<file path="config.mk">
export PLATFORM = sky130hd
export DESIGN_NAME = panel_rotate_mirror_address_map_unit_flat
export DESIGN_NICKNAME = d
export VERILOG_FILES = /design/src/hw/rtl/prmam_pkg.sv /design/src/hw/rtl/prmam_in_if.sv /design/src/hw/rtl/prmam_out_if.sv /design/src/hw/rtl/prmam_cfg_if.sv /design/src/hw/rtl/panel_rotate_mirror_address_map_unit.sv /design/src/flat_wrapper.sv
export SDC_FILE = /design/constraint.sdc
export NUM_CORES = 1
export LEC_CHECK = 0
export ABC_CLOCK_PERIOD_IN_PS = 6500
export BUFFER_PORTS_ARGS = -buffer_cell sky130_fd_sc_hd__buf_2
export CAP_MARGIN = 20
export CORE_MARGIN = 3
export CORE_UTILIZATION = 25
export DETAILED_ROUTE_END_ITERATION = 16
export GPL_TIMING_DRIVEN = 0
export SYNTH_ARGS = -nofsm -noshare
export SYNTH_HDL_FRONTEND = slang
export SYNTH_SLANG_ARGS = --single-unit
</file>
<file path="constraint.sdc">
create_clock -name clk -period 6.5 [get_ports clk]
set_input_delay 1.3 -clock clk [delete_from_list [all_inputs] [get_ports clk]]
set_output_delay 1.3 -clock clk [all_outputs]
set_load 0.02 [all_outputs]
</file>
<file path="src/hw/rtl/prmam_pkg.sv">
package prmam_pkg;

  localparam int MAX_SIDE = 256;

  localparam int SIDE_W  = 9;
  localparam int COORD_W = 8;
  localparam int ADDR_W  = 16;
  localparam int CFG_IDX_W  = 3;
  localparam int CFG_DATA_W = 9;

  localparam int FLIP_COL_BIT = 0;
  localparam int FLIP_ROW_BIT = 1;

  typedef logic [SIDE_W-1:0]  side_t;
  typedef logic [COORD_W-1:0] coord_t;
  typedef logic [ADDR_W-1:0]  addr_t;

  typedef logic signed [SIDE_W:0]   mir_t;
  typedef logic signed [SIDE_W+1:0] pos_t;

  typedef enum logic [1:0] {
    ORIENT_0   = 2'd0,
    ORIENT_90  = 2'd1,
    ORIENT_180 = 2'd2,
    ORIENT_270 = 2'd3
  } orient_t;

  typedef enum logic [CFG_IDX_W-1:0] {
    REG_PANEL_WIDTH   = 3'd0,
    REG_PANEL_HEIGHT  = 3'd1,
    REG_CANVAS_WIDTH  = 3'd2,
    REG_CANVAS_HEIGHT = 3'd3,
    REG_SOURCE_X      = 3'd4,
    REG_SOURCE_Y      = 3'd5,
    REG_ORIENTATION   = 3'd6,
    REG_MIRROR_MODE   = 3'd7
  } cfg_idx_t;

  function automatic side_t clamp_side(input logic [CFG_DATA_W-1:0] v);
    side_t res;
    res = side_t'(v);
    if (32'(v) > MAX_SIDE) begin
      res = side_t'(MAX_SIDE);
    end
    return res;
  endfunction

endpackage

</file>
<file path="src/hw/rtl/prmam_in_if.sv">
interface prmam_in_if;
  logic               valid;
  logic               ready;
  prmam_pkg::coord_t  panel_col;
  prmam_pkg::coord_t  panel_row;

  modport source (output valid, output panel_col, output panel_row, input ready);
  modport sink   (input valid, input panel_col, input panel_row, output ready);
endinterface

</file>
<file path="src/hw/rtl/prmam_out_if.sv">
interface prmam_out_if;
  logic              valid;
  logic              ready;
  logic              on_canvas;
  prmam_pkg::addr_t  canvas_address;
  prmam_pkg::addr_t  panel_index;

  modport source (output valid, output on_canvas, output canvas_address,
                  output panel_index, input ready);
  modport sink   (input valid, input on_canvas, input canvas_address,
                  input panel_index, output ready);
endinterface

</file>
<file path="src/hw/rtl/prmam_cfg_if.sv">
interface prmam_cfg_if;
  logic                                   valid;
  logic                                   ready;
  logic [prmam_pkg::CFG_IDX_W-1:0]        index;
  logic [prmam_pkg::CFG_DATA_W-1:0]       data;

  modport source (output valid, output index, output data, input ready);
  modport sink   (input valid, input index, input data, output ready);
endinterface

</file>
<file path="src/hw/rtl/panel_rotate_mirror_address_map_unit.sv">
// An accepted item passes stages 1 to 4 in order; stage 4 holds the output register.
// Throughput: one item per cycle while out_if.ready holds; the four stages advance
// independently, so a stalled output backs up the pipe one stage at a time without loss.
// Stages: mirror and panel index, rotation, offset and canvas bounds, address multiply.
// Reset (rst_n low, synchronous): all stages empty, registers back to 64x64 panel
// and canvas, zero offset, no rotation, no mirroring.
module panel_rotate_mirror_address_map_unit (
  input  logic                 clk,
  input  logic                 rst_n,
  prmam_in_if.sink             in_if,
  prmam_out_if.source          out_if,
  prmam_cfg_if.sink            cfg_if
);

  prmam_pkg::side_t   pw_r, ph_r, cw_r, ch_r;
  prmam_pkg::coord_t  src_x_r, src_y_r;
  prmam_pkg::orient_t orient_r;
  logic [1:0]         mirror_r;

  assign cfg_if.ready = 1'b1;

  always_ff @(posedge clk) begin
    if (!rst_n) begin
      pw_r     <= prmam_pkg::clamp_side(prmam_pkg::CFG_DATA_W'(64));
      ph_r     <= prmam_pkg::clamp_side(prmam_pkg::CFG_DATA_W'(64));
      cw_r     <= prmam_pkg::clamp_side(prmam_pkg::CFG_DATA_W'(64));
      ch_r     <= prmam_pkg::clamp_side(prmam_pkg::CFG_DATA_W'(64));
      src_x_r  <= '0;
      src_y_r  <= '0;
      orient_r <= prmam_pkg::ORIENT_0;
      mirror_r <= '0;
    end else if (cfg_if.valid) begin
      case (prmam_pkg::cfg_idx_t'(cfg_if.index))
        prmam_pkg::REG_PANEL_WIDTH:   pw_r <= prmam_pkg::clamp_side(cfg_if.data);
        prmam_pkg::REG_PANEL_HEIGHT:  ph_r <= prmam_pkg::clamp_side(cfg_if.data);
        prmam_pkg::REG_CANVAS_WIDTH:  cw_r <= prmam_pkg::clamp_side(cfg_if.data);
        prmam_pkg::REG_CANVAS_HEIGHT: ch_r <= prmam_pkg::clamp_side(cfg_if.data);
        prmam_pkg::REG_SOURCE_X:      src_x_r <= cfg_if.data[prmam_pkg::COORD_W-1:0];
        prmam_pkg::REG_SOURCE_Y:      src_y_r <= cfg_if.data[prmam_pkg::COORD_W-1:0];
        prmam_pkg::REG_ORIENTATION:   orient_r <= prmam_pkg::orient_t'(cfg_if.data[1:0]);
        prmam_pkg::REG_MIRROR_MODE:   mirror_r <= cfg_if.data[1:0];
        default: ;
      endcase
    end
  end

  // stage valids and advance chain
  logic v1_r, v2_r, v3_r, v4_r;
  logic adv1, adv2, adv3, adv4;

  assign adv4 = !v4_r || out_if.ready;
  assign adv3 = !v3_r || adv4;
  assign adv2 = !v2_r || adv3;
  assign adv1 = !v1_r || adv2;
  assign in_if.ready = adv1;

  always_ff @(posedge clk) begin
    if (!rst_n) begin
      v1_r <= 1'b0;
      v2_r <= 1'b0;
      v3_r <= 1'b0;
      v4_r <= 1'b0;
    end else begin
      if (adv1) v1_r <= in_if.valid;
      if (adv2) v2_r <= v1_r;
      if (adv3) v3_r <= v2_r;
      if (adv4) v4_r <= v3_r;
    end
  end

  // stage 1: mirror in panel space, panel buffer index
  prmam_pkg::mir_t  mx_nxt, my_nxt, mx1_r, my1_r;
  logic [16:0]      pidx_full;
  prmam_pkg::addr_t pidx1_r, pidx2_r, pidx3_r, pidx4_r;

  always_comb begin
    mx_nxt = $signed({2'b00, in_if.panel_col});
    my_nxt = $signed({2'b00, in_if.panel_row});
    if (mirror_r[prmam_pkg::FLIP_COL_BIT]) begin
      mx_nxt = $signed({1'b0, pw_r}) - 10'sd1 - $signed({2'b00, in_if.panel_col});
    end
    if (mirror_r[prmam_pkg::FLIP_ROW_BIT]) begin
      my_nxt = $signed({1'b0, ph_r}) - 10'sd1 - $signed({2'b00, in_if.panel_row});
    end
  end

  assign pidx_full = {9'b0, in_if.panel_row} * {8'b0, pw_r} + {9'b0, in_if.panel_col};

  always_ff @(posedge clk) begin
    if (adv1) begin
      mx1_r   <= mx_nxt;
      my1_r   <= my_nxt;
      pidx1_r <= pidx_full[prmam_pkg::ADDR_W-1:0];
    end
  end

  // stage 2: undo mounting rotation
  prmam_pkg::pos_t mxe, mye, wm1, hm1;
  prmam_pkg::pos_t sx_nxt, sy_nxt, sx2_r, sy2_r;

  assign mxe = {mx1_r[9], mx1_r};
  assign mye = {my1_r[9], my1_r};
  assign wm1 = $signed({2'b00, pw_r}) - 11'sd1;
  assign hm1 = $signed({2'b00, ph_r}) - 11'sd1;

  always_comb begin
    case (orient_r)
      prmam_pkg::ORIENT_90: begin
        sx_nxt = mye;
        sy_nxt = wm1 - mxe;
      end
      prmam_pkg::ORIENT_180: begin
        sx_nxt = wm1 - mxe;
        sy_nxt = hm1 - mye;
      end
      prmam_pkg::ORIENT_270: begin
        sx_nxt = hm1 - mye;
        sy_nxt = mxe;
      end
      default: begin
        sx_nxt = mxe;
        sy_nxt = mye;
      end
    endcase
  end

  always_ff @(posedge clk) begin
    if (adv2) begin
      sx2_r   <= sx_nxt;
      sy2_r   <= sy_nxt;
      pidx2_r <= pidx1_r;
    end
  end

  // stage 3: add source offset, check canvas bounds
  prmam_pkg::pos_t cx_nxt, cy_nxt, cx3_r, cy3_r;
  logic            ins_nxt, ins3_r;

  assign cx_nxt = $signed({3'b000, src_x_r}) + sx2_r;
  assign cy_nxt = $signed({3'b000, src_y_r}) + sy2_r;
  assign ins_nxt = (pw_r != '0) && (ph_r != '0) && !cx_nxt[10] && !cy_nxt[10] &&
                   (cx_nxt[9:0] < {1'b0, cw_r}) && (cy_nxt[9:0] < {1'b0, ch_r});

  always_ff @(posedge clk) begin
    if (adv3) begin
      cx3_r   <= cx_nxt;
      cy3_r   <= cy_nxt;
      ins3_r  <= ins_nxt;
      pidx3_r <= pidx2_r;
    end
  end

  // stage 4: linear canvas address, output register
  logic [17:0]      addr_full;
  logic             ins4_r;
  prmam_pkg::addr_t addr4_r;

  assign addr_full = {9'b0, cy3_r[8:0]} * {9'b0, cw_r} + {9'b0, cx3_r[8:0]};

  always_ff @(posedge clk) begin
    if (adv4) begin
      ins4_r  <= ins3_r;
      addr4_r <= ins3_r ? addr_full[prmam_pkg::ADDR_W-1:0] : '0;
      pidx4_r <= pidx3_r;
    end
  end

  assign out_if.valid          = v4_r;
  assign out_if.on_canvas      = ins4_r;
  assign out_if.canvas_address = addr4_r;
  assign out_if.panel_index    = pidx4_r;

  a_off_canvas_zero: assert property (@(posedge clk) disable iff (!rst_n)
    out_if.valid && !out_if.on_canvas |-> out_if.canvas_address == '0)
    else $error("off-canvas item carries a nonzero address");

  a_stall_means_full: assert property (@(posedge clk) disable iff (!rst_n)
    !in_if.ready |-> v1_r && v2_r && v3_r && v4_r && !out_if.ready)
    else $error("input stalled while the pipe has a free stage");

  a_inside_nonneg: assert property (@(posedge clk) disable iff (!rst_n)
    v3_r && ins3_r |-> !cx3_r[10] && !cy3_r[10])
    else $error("negative canvas coordinate flagged inside");

  a_out_hold: assert property (@(posedge clk) disable iff (!rst_n)
    v4_r && !out_if.ready |=> v4_r && $stable(pidx4_r) && $stable(addr4_r))
    else $error("stalled result changed");

endmodule

</file>
<file path="src/flat_wrapper.sv">
// flat-port wrapper written by rule: the top's interface ports become plain ports
module panel_rotate_mirror_address_map_unit_flat 
  (clk, rst_n, in_if_valid, in_if_panel_col, in_if_panel_row, in_if_ready, out_if_valid, out_if_on_canvas, out_if_canvas_address, out_if_panel_index, out_if_ready, cfg_if_valid, cfg_if_index, cfg_if_data, cfg_if_ready);
  prmam_in_if in_if_i ();
  prmam_out_if out_if_i ();
  prmam_cfg_if cfg_if_i ();
  input  logic clk;
  input  logic rst_n;
  input wire logic [$bits(in_if_i.valid)-1:0] in_if_valid;
  input wire logic [$bits(in_if_i.panel_col)-1:0] in_if_panel_col;
  input wire logic [$bits(in_if_i.panel_row)-1:0] in_if_panel_row;
  output wire logic [$bits(in_if_i.ready)-1:0] in_if_ready;
  output wire logic [$bits(out_if_i.valid)-1:0] out_if_valid;
  output wire logic [$bits(out_if_i.on_canvas)-1:0] out_if_on_canvas;
  output wire logic [$bits(out_if_i.canvas_address)-1:0] out_if_canvas_address;
  output wire logic [$bits(out_if_i.panel_index)-1:0] out_if_panel_index;
  input wire logic [$bits(out_if_i.ready)-1:0] out_if_ready;
  input wire logic [$bits(cfg_if_i.valid)-1:0] cfg_if_valid;
  input wire logic [$bits(cfg_if_i.index)-1:0] cfg_if_index;
  input wire logic [$bits(cfg_if_i.data)-1:0] cfg_if_data;
  output wire logic [$bits(cfg_if_i.ready)-1:0] cfg_if_ready;
  assign in_if_i.valid = in_if_valid;
  assign in_if_i.panel_col = in_if_panel_col;
  assign in_if_i.panel_row = in_if_panel_row;
  assign in_if_ready = in_if_i.ready;
  assign out_if_valid = out_if_i.valid;
  assign out_if_on_canvas = out_if_i.on_canvas;
  assign out_if_canvas_address = out_if_i.canvas_address;
  assign out_if_panel_index = out_if_i.panel_index;
  assign out_if_i.ready = out_if_ready;
  assign cfg_if_i.valid = cfg_if_valid;
  assign cfg_if_i.index = cfg_if_index;
  assign cfg_if_i.data = cfg_if_data;
  assign cfg_if_ready = cfg_if_i.ready;
  panel_rotate_mirror_address_map_unit u_core (.clk(clk), .rst_n(rst_n), .in_if(in_if_i), .out_if(out_if_i), .cfg_if(cfg_if_i));
endmodule
</file>
# After elaboration in Yosys (flattened, before gate mapping)
# Cells that the tools add are included.
# W data, S select, Z words.
dict set report totals {
  register_bits 202
  word_cells 85
  inputBits 33
}
dict set report op_classes {
  n_lt_le_gt_ge 3
  n_eq_ne 10
  mul 2
  muxes 5
  n_reduce_logical 26
  add_sub_neg 12
}
# op n
set ops {}
lappend ops {{$pmux W11 S3} 2}
lappend ops {{$sub A9 B1 Y10 const B} 4}
lappend ops {{$add A9 B11 Y11} 2}
lappend ops {{$sub A10 B10 Y11} 2}
lappend ops {{$lt A10 B9 Y1} 2}
lappend ops {{$sub A10 B9 Y10} 2}
lappend ops {{$reduce_bool A9 Y1} 2}
lappend ops {{$add A16 B8 Y16} 1}
lappend ops {{$add A16 B9 Y16} 1}
lappend ops {{$mul A8 B9 Y16} 1}
lappend ops {{$mul A9 B9 Y16} 1}
lappend ops {{$mux W8} 2}
lappend ops {{$reduce_and A2 Y1} 8}
lappend ops {{$eq A3 B3 Y1 const B} 4}
lappend ops {{$gt A9 B9 Y1 const B} 1}
lappend ops {{$mux W9} 1}
lappend ops {{$eq A3 B2 Y1 const B} 2}
lappend ops {{$logic_not A1 Y1} 6}
lappend ops {{$logic_and A1 B1 Y1} 5}
lappend ops {{$eq A2 B2 Y1 const B} 2}
lappend ops {{$logic_or A1 B1 Y1} 4}
lappend ops {{$eq A3 B1 Y1 const B} 1}
lappend ops {{$logic_not A3 Y1} 1}
lappend ops {{$eq A2 B1 Y1 const B} 1}

# Depth between registers and ports, before layout
# Gate-level depths: netlist of run 1.
dict set report depth {
  word_depth 6
  mapped_depth 20
  ltp_nobuf 19
}

# Worst setup path after synthesis of run 1
# OpenSTA, ideal clock, no wires.
dict set report synth_timing {
  kind {input-to-reg}
  start {input port in_if_panel_row[1]}
  end {register u_core.pidx1_r[14] (data pin)}
  slack_ns 1.045
  setup_time_ns 0.262
  arrival_ns 5.193
  stages 17
  cell_sequence {clkbuf_1 -> nand2_1 -> fa_1 -> inv_1 -> fa_1 -> inv_1 -> fa_1 -> fa_1 -> inv_1 -> ha_1 -> nand2_1 -> o21ai_0 -> o41a_1 -> a41o_1 -> o21ai_0 -> a21oi_1 -> xor2_1}
}
dict set report synth_via {
  elab_chain_len 2
}
# element line
set synth_rtl {}
lappend synth_rtl {{from (decl)} flat_wrapper.sv:11} ;# input wire logic [$bits(in_if_i.panel_row)-1:0] in_if_panel_row;
lappend synth_rtl {{$mul A8 B9 Y16} panel_rotate_mirror_address_map_unit.sv:87} ;# assign pidx_full = {9'b0, in_if.panel_row} * {8'b0, pw_r} + {9'b0, in_if.panel_col};
lappend synth_rtl {{$add A16 B8 Y16} panel_rotate_mirror_address_map_unit.sv:87}
lappend synth_rtl {{net u_core.pidx_full[14]} panel_rotate_mirror_address_map_unit.sv:73} ;# logic [16:0] pidx_full;
lappend synth_rtl {{to (signal assigned)} panel_rotate_mirror_address_map_unit.sv:93} ;# pidx1_r <= pidx_full[prmam_pkg::ADDR_W-1:0];
lappend synth_rtl {{to (decl)} panel_rotate_mirror_address_map_unit.sv:74} ;# prmam_pkg::addr_t pidx1_r, pidx2_r, pidx3_r, pidx4_r;
# The timed path passes the listed nets, and every way through them passes these cells.
# A chain may end at the register's enable or synchronous reset.

# Worst setup path after layout of run 1
dict set report layout_timing {
  start {register u_core.cw_r[0]}
  end {register u_core.addr4_r[12] (netlist: u_core.out_if.canvas_address[12]) (data pin)}
}
dict set report layout_via {
  elab_chain_len 2
}
# element line
set layout_rtl {}
lappend layout_rtl {{from (decl)} panel_rotate_mirror_address_map_unit.sv:15} ;# prmam_pkg::side_t pw_r, ph_r, cw_r, ch_r;
lappend layout_rtl {{from (signal assigned)} panel_rotate_mirror_address_map_unit.sv:26} ;# cw_r <= prmam_pkg::clamp_side(prmam_pkg::CFG_DATA_W'(64));
lappend layout_rtl {{from (signal assigned)} panel_rotate_mirror_address_map_unit.sv:36} ;# prmam_pkg::REG_CANVAS_WIDTH: cw_r <= prmam_pkg::clamp_side(cfg_if.data);
lappend layout_rtl {{$mul A9 B9 Y16} panel_rotate_mirror_address_map_unit.sv:158} ;# assign addr_full = {9'b0, cy3_r[8:0]} * {9'b0, cw_r} + {9'b0, cx3_r[8:0]};
lappend layout_rtl {{$add A16 B9 Y16} panel_rotate_mirror_address_map_unit.sv:158}
lappend layout_rtl {{to (signal assigned)} panel_rotate_mirror_address_map_unit.sv:163} ;# addr4_r <= ins3_r ? addr_full[prmam_pkg::ADDR_W-1:0] : '0;
lappend layout_rtl {{to (decl)} panel_rotate_mirror_address_map_unit.sv:156} ;# prmam_pkg::addr_t addr4_r;
# Every way passes these cells.

==> flow_summary.toml, run 1 <==
[power]
p_sw_uw = 1020
comb_power_share_pct = 18.8
share_clk_of_total_power_pct = 38.0
ir_drop_mv = 0.170
p_leak_uw = 0.00775
switching_share_pct = 28.0
p_total_uw = 3640
powerDensity_nw_per_um2 = 205
p_seq_share_pct = 43.2
power.internal_uw = 2620

[clocking]
cts.hold.buffers_added = 0
clk_latency_ns = 0.54
cts_setup_buffers = 0
cts_tree = "yes"
clockBufferDepth = 3
postCtsResizedCells = 0
cts_root_buf = "clkbuf_16"
path_clk_slew_ns = 0.06
numCtsBuffers = 25
htreeDepth = 1
clkSinkCount = 202

[hold_path]
hold_depth = 0
min_path_type = "flop to flop"
whs_endpoint = "u_core.out_if.panel_index[11]$_DFFE_PP_"
min_from = "u_core.pidx3_r[11]$_DFFE_PP_"

[critical_path]
r2r-end = "u_core.out_if.canvas_address[12]$_SDFFCE_PN0P_"
cp-start-kind = "flop"
r2r-start = "u_core.cw_r[0]$_SDFFE_PN0P_"
crit_arrival_ns = 5.69
critical_path.max_fanout = 10
ff2ff_setup_slack_ns = 1.10
r2r.worst_path.cells = 19
end_kind = "flop"
worst-setup-path-type = "flop to flop"
required_ns = 6.79

[yosys]
syn_inst = 1530
yosys_warnings = 0
synth_fp_nets = 1822
ys_ff_latch = 202
avgSynthCellArea_um2 = 10.2
synth_area_um2 = 15600
netlist.area_leader.share_pct = 27.4
ys_types = 65
synthTopCellsByArea = "edfxtp_1 (27%), fa_1 (14%), ha_1 (12%)"
seq_area_frac_synth_pct = 35.1
yosysTopAreaCell = "edfxtp_1"
synth_edf_count = 142
async_flop_share_pct = 0
ys.flop_type = "edfxtp_1"

[sta]
period_needed_ns = 5.40
drv_slew = 0
fin_skew_ns = 0.0126
max-slew-margin-rel_pct = 35.2
whs_ns = 0.414
setup-tns-final_ns = 0
rsz0062_at_grt = "false"
worstMarginPinSlew_ns = 0.969
setup_viol = 0
hold_viol_final = 0
post-route-period-util_pct = 83.1
fmax_mhz = 185

[floorplanning]
initial_core_util_pct = 25.5
die_h_um = 255
rows = 90
die-width_um = 255
die-area_um2 = 65200
ios = 69
coreArea_um2 = 60900

[run]
cap_violations = 0

[global_routing]
grt_pass1_wl_um = 59300
grt_overflow_total = 0
first_global_vias = 11300
grt_max_degree = 39
antenna_found_initial = 4
grt_util_all_layers_pct = 11.1

[layout]
drive_gt1_share_pct = 8.19
n_fill_cell = 6341
area_growth_pct = 14.1
nNetsFinal = 1910
fin_area_um2 = 17800
final_util_pct = 29.1

[routing]
routed_via_density = 4.40
post-route-drc-count = 0
drt_pass1_iterations = 7
wl_per_cell_um = 14.7
vias = 10800
drt.antenna.violating_nets = 0
dr.first_iter.drc_count = 532
wl_um = 36100

[place]
place_hpwl_um = 29300
portBuffers = 60
placed_area_um2 = 16900
gp_congestion = 0.840

[outcome]
status = "finished clean"
[metal layers]
metal,track usage (%),part of all wire [%],up-vias
li1,-,-,5289
met1,14.1,44,5300
met2,20.0,50,198
met3,1.62,3.8,54
met4,2.33,1.9,0
met5,0,0,-
[worst max-delay path by stage]
| stage | startpoint | to |
|---|---|---|
| 2_1_floorplan | in_if_panel_row[1] | u_core.pidx1_r[14]$_DFFE_PP_ |
| 3_3_place_gp | in_if_panel_row[1] | u_core.pidx1_r[14]$_DFFE_PP_ |
| 3_5_place_dp | in_if_panel_row[1] | u_core.pidx1_r[14]$_DFFE_PP_ |
| 4_1_cts | u_core.cw_r[0]$_SDFFE_PN0P_ | u_core.out_if.canvas_address[12]$_SDFFCE_PN0P_ |
| 5_1_grt | u_core.cw_r[0]$_SDFFE_PN0P_ | u_core.out_if.canvas_address[12]$_SDFFCE_PN0P_ |
| 6_report | u_core.cw_r[0]$_SDFFE_PN0P_ | u_core.out_if.canvas_address[12]$_SDFFCE_PN0P_ |
[layout make-up]
| cell class | count | area (um2) | share of cell area (%) |
|---|---|---|---|
| Buffer | 48 | 185 | 1.04 |
| Multi-Input combinational cell | 1064 | 9100 | 51.3 |
| Clock buffer | 31 | 668 | 3.76 |
| Tap cell | 828 | 1040 | 5.84 |
| Inverter | 216 | 811 | 4.57 |
| Antenna cell | 1 | 2.50 | 0.0141 |
| Clock inverter | 15 | 158 | 0.888 |
| Timing Repair Buffer | 61 | 328 | 1.85 |
| Sequential cell | 202 | 5470 | 30.8 |
[synthesized netlist by cell type (all sizes together), types with 13 or more instances]
library cell	n
mux2i	17
mux4	16
clkbuf	45
o21ai	39
dfxtp	60
a21boi	43
ha	150
xnor2	59
fa	109
and2	90
nand2	201
nor2	62
inv	215
xor2	25
nor2b	43
edfxtp	142
nor3	19
nand3	13
nand2b	16
o21a	14
a21oi	45
[worst max-delay path: stages, from the launching register on]
cell	delay, ns
dfxtp_1	0.32
clkbuf_1	0.38
nand2_1	0.15
fa_1	0.55
inv_1	0.05
fa_1	0.50
inv_1	0.05
fa_1	0.52
inv_1	0.05
fa_1	0.47
inv_1	0.05
fa_1	0.47
inv_1	0.04
ha_1	0.32
o21ai_0	0.12
a31oi_1	0.12
o41ai_1	0.46
o21ai_0	0.21
xor2_1	0.17
and2_1	0.16
[flip-flops by register name (all words and copies together), names as in the netlist, 10 cells and up]
| name | cells |
|---|---|
| u_core.out_if.canvas_address | 16 |
| u_core.out_if.panel_index | 16 |
| u_core.pidx1_r | 16 |
| u_core.pidx2_r | 16 |
| u_core.pidx3_r | 16 |
| u_core.sx2_r | 11 |
| u_core.sy2_r | 11 |
| u_core.mx1_r | 10 |
| u_core.my1_r | 10 |
[logic make-up (layout without fill, tap and decap cells)]
family | after synthesis | count (layout) | synth area share (%)
muxes | 34 | 34 | 3.48
xor gates and xnor gates | 84 | 84 | 4.73
AOI/OAI and AO/OA | 214 | 214 | 9.45
adders and majority gates | 259 | 259 | 26.1
buffers and inverters | 264 | 371 | 6.40
other | 1 | 2 | 0.0241
and+or+nand+nor | 472 | 472 | 14.7
DFF | 202 | 202 | 35.1
[stage by stage]
stage | setup WS [ns] | std cells
2_1_floorplan | 1.04 | 1530
5_1_grt | 0.784 | 2465
3_5_place_dp | 0.609 | 2419
4_1_cts | 1.04 | 2465
6_report | 1.10 | 2466
3_3_place_gp | 0.590 | 2418
[layout by cell type, fill, tap and decap left out, types with 3 or more instances in the layout]
cell / n
a211o_1: 4
a211oi_1: 6
a21boi_0: 42
a21o_1: 12
a21oi_1: 43
a31oi_1: 7
a41oi_1: 5
and2_1: 90
and3_1: 5
buf_2: 61
clkbuf_1: 49
clkbuf_16: 25
clkinv_1: 3
clkinv_2: 5
dfxtp_1: 60
edfxtp_1: 142
fa_1: 109
ha_1: 150
inv_1: 214
mux2i_1: 17
mux4_2: 16
nand2_1: 199
nand2b_1: 16
nand3_1: 13
nor2_1: 62
nor2b_1: 43
nor3_1: 18
nor4_1: 4
nor4b_1: 3
o2111ai_1: 3
o211ai_1: 9
o21a_1: 14
o21ai_0: 39
o21bai_1: 4
o22ai_1: 3
o41ai_1: 5
or3_1: 6
xnor2_1: 59
xor2_1: 25
[power groups by stage]
stage          Sequential (uW)  Combinational, uW  Clock [uW]
6_report                  1570                682        1380
5_1_grt                   1580                773        1480
4_1_cts                   1570                688        1420
3_5_place_dp              1600                682           0
3_3_place_gp              1600                665           0
2_1_floorplan             1620                465           0
Power figures use the tool's default switching activity.
==> run 2, diff against run 1 <==
- ABC_CLOCK_PERIOD_IN_PS: 6500 -> 5230
- clock period: 6.5 -> 5.23 ns (I/O delays scaled with it)
==> run 2 against run 1 <==
Compared with the run above: utilization up 0.12 points; first-iteration DRC count down 3.0%; routed wire length about the same; sequential share of layout area down 0.060 points; critical endpoint is now u_core.out_if.canvas_address[15]$_SDFFCE_PN0P_.
==> flow_summary.toml, run 2 (same netlist as run 1, synthesis figures left out) <==
[outcome]
status = "finished clean"

[clocking]
clk_latency_ns = 0.54
path_clk_slew_ns = 0.06
clockBufferDepth = 3
htreeDepth = 1
cts_root_buf = "clkbuf_16"
cts_tree = "yes"
numCtsBuffers = 25
clkSinkCount = 202
cts.hold.buffers_added = 0

[sta]
post-route-period-util_pct = 96.9
fmax_mhz = 197
drv_slew = 0
setup_viol = 0
max-slew-margin-rel_pct = 35.5
period_needed_ns = 5.07
worstMarginPinSlew_ns = 0.965
hold_viol_final = 0
fin_skew_ns = 0.0123
rsz0062_at_grt = "true"

[global_routing]
grt_util_all_layers_pct = 11.1
antenna_found_initial = 4
grt_pass1_wl_um = 59300
grt_overflow_total = 0
first_global_vias = 11300
grt_max_degree = 39

[hold_path]
hold_depth = 0
min_path_type = "flop to flop"

[floorplanning]
coreArea_um2 = 60900
die_h_um = 255
initial_core_util_pct = 25.5
die-area_um2 = 65200
ios = 69
die-width_um = 255
rows = 90

[run]
cap_violations = 0

[place]
portBuffers = 60
placed_area_um2 = 16900
place_hpwl_um = 29300
gp_congestion = 0.840
dp_cells = 2419

[routing]
post-route-drc-count = 0
wl_um = 36200
wl_per_cell_um = 14.7
drt_pass1_iterations = 7
dr.first_iter.drc_count = 516
drt.antenna.violating_nets = 0
vias = 10800
routed_via_density = 4.40

[layout]
final_util_pct = 29.3
area_growth_pct = 14.6
drive_gt1_share_pct = 9.46
nNetsFinal = 1911
final_common_cell = "inv_1"
final_cell_mix = "inv_1 (214), nand2_1 (199), ha_1 (150), edfxtp_1 (142), fa_1 (109)"
fin_area_um2 = 17800
n_fill_cell = 6340
stdcell_count = 2467

[critical_path]
required_ns = 5.62
worst-setup-path-type = "flop to flop"
crit_arrival_ns = 5.46
end_kind = "flop"
r2r.worst_path.cells = 19
critical_path.max_fanout = 4
cp-start-kind = "flop"

[power]
p_total_uw = 4530
ir_drop_mv = 0.213
p_leak_uw = 0.00782
powerDensity_nw_per_um2 = 254
run 2: changes by cell type in the layout (fill, tap and decap cells not counted), moves of 3 or more:
cell and change:
dfxtp_4 +3, clkbuf_1 -15, dfxtp_1 -3, buf_4 +10
clkbuf_2 +6
run 2: path summary, 6_finish.rpt:
| path | from | slack (ns) | endpoint |
|---|---|---|---|
| setup / recovery | u_core.cy3_r[5]$_DFFE_PP_ | 0.16 | u_core.out_if.canvas_address[15]$_SDFFCE_PN0P_ |
| hold / removal | u_core.pidx3_r[11]$_DFFE_PP_ | 0.41 | u_core.out_if.panel_index[11]$_DFFE_PP_ |
| setup reg to reg | u_core.cy3_r[5]$_DFFE_PP_ | 0.16 | u_core.out_if.canvas_address[15]$_SDFFCE_PN0P_ |
| hold reg to reg | u_core.pidx3_r[11]$_DFFE_PP_ | 0.41 | u_core.out_if.panel_index[11]$_DFFE_PP_ |
run 2: worst max-delay path, stage by stage, from the launching register on:
cell and delay, ns:
edfxtp_1 0.44, buf_4 0.17, and2_1 0.16, fa_1 0.55
inv_1 0.06, fa_1 0.52, inv_1 0.05, fa_1 0.45
fa_1 0.49, inv_1 0.05, fa_1 0.47, inv_1 0.04
ha_1 0.31, o21a_1 0.12, nor2_1 0.15, a21oi_2 0.09
a31oi_4 0.25, a21oi_2 0.09, or3_1 0.37, a21boi_2 0.13
run 2: power by group:
part / total [uW] / leakage [uW] / switching (uW) / internal, uW
Combinational: 864 / 0.00536 / 499 / 365
Sequential: 1950 / 0.00205 / 71.8 / 1880
Clock: 1720 / 0.000407 / 698 / 1020
run 2: layer usage:
layer  part of all wire (%)  track usage (%)  up-vias  routed length (um)
li1                       -                -     5291                   -
met1                     45             14.1     5321               16100
met2                     50             20.0      178               18000
met3                    3.5             1.62       54                1280
met4                    2.0             2.33        0                 721
met5                      0                0        -                   0
run 2: final cells by class:
| type | instances | area [um2] | share of cell area, % |
|---|---|---|---|
| Antenna cell | 1 | 2.50 | 0.0140 |
| Tap cell | 828 | 1040 | 5.81 |
| Inverter | 216 | 811 | 4.55 |
| Timing Repair Buffer | 71 | 403 | 2.26 |
| Multi-Input combinational cell | 1064 | 9110 | 51.1 |
| Clock inverter | 15 | 158 | 0.885 |
| Clock buffer | 31 | 668 | 3.75 |
| Sequential cell | 202 | 5480 | 30.7 |
| Buffer | 39 | 159 | 0.892 |
run 2: what timing repair did:
item	in CTS	in global routing
setup endpoints to repair	4	7
buffers inserted	0	10
pin swaps	0	0
resized for setup	1	20
run 2: per-stage QoR:
step / TNS (ns) / worst slack [ns] / hold slack [ns]
2_1_floorplan: 0 / 0.0289 / 0.400
3_3_place_gp: -1.57 / -0.426 / 0.404
3_5_place_dp: -1.82 / -0.407 / 0.405
4_1_cts: 0 / 0.00878 / 0.417
5_1_grt: -0.0142 / -0.0142 / 0.419
6_report: 0 / 0.162 / 0.414
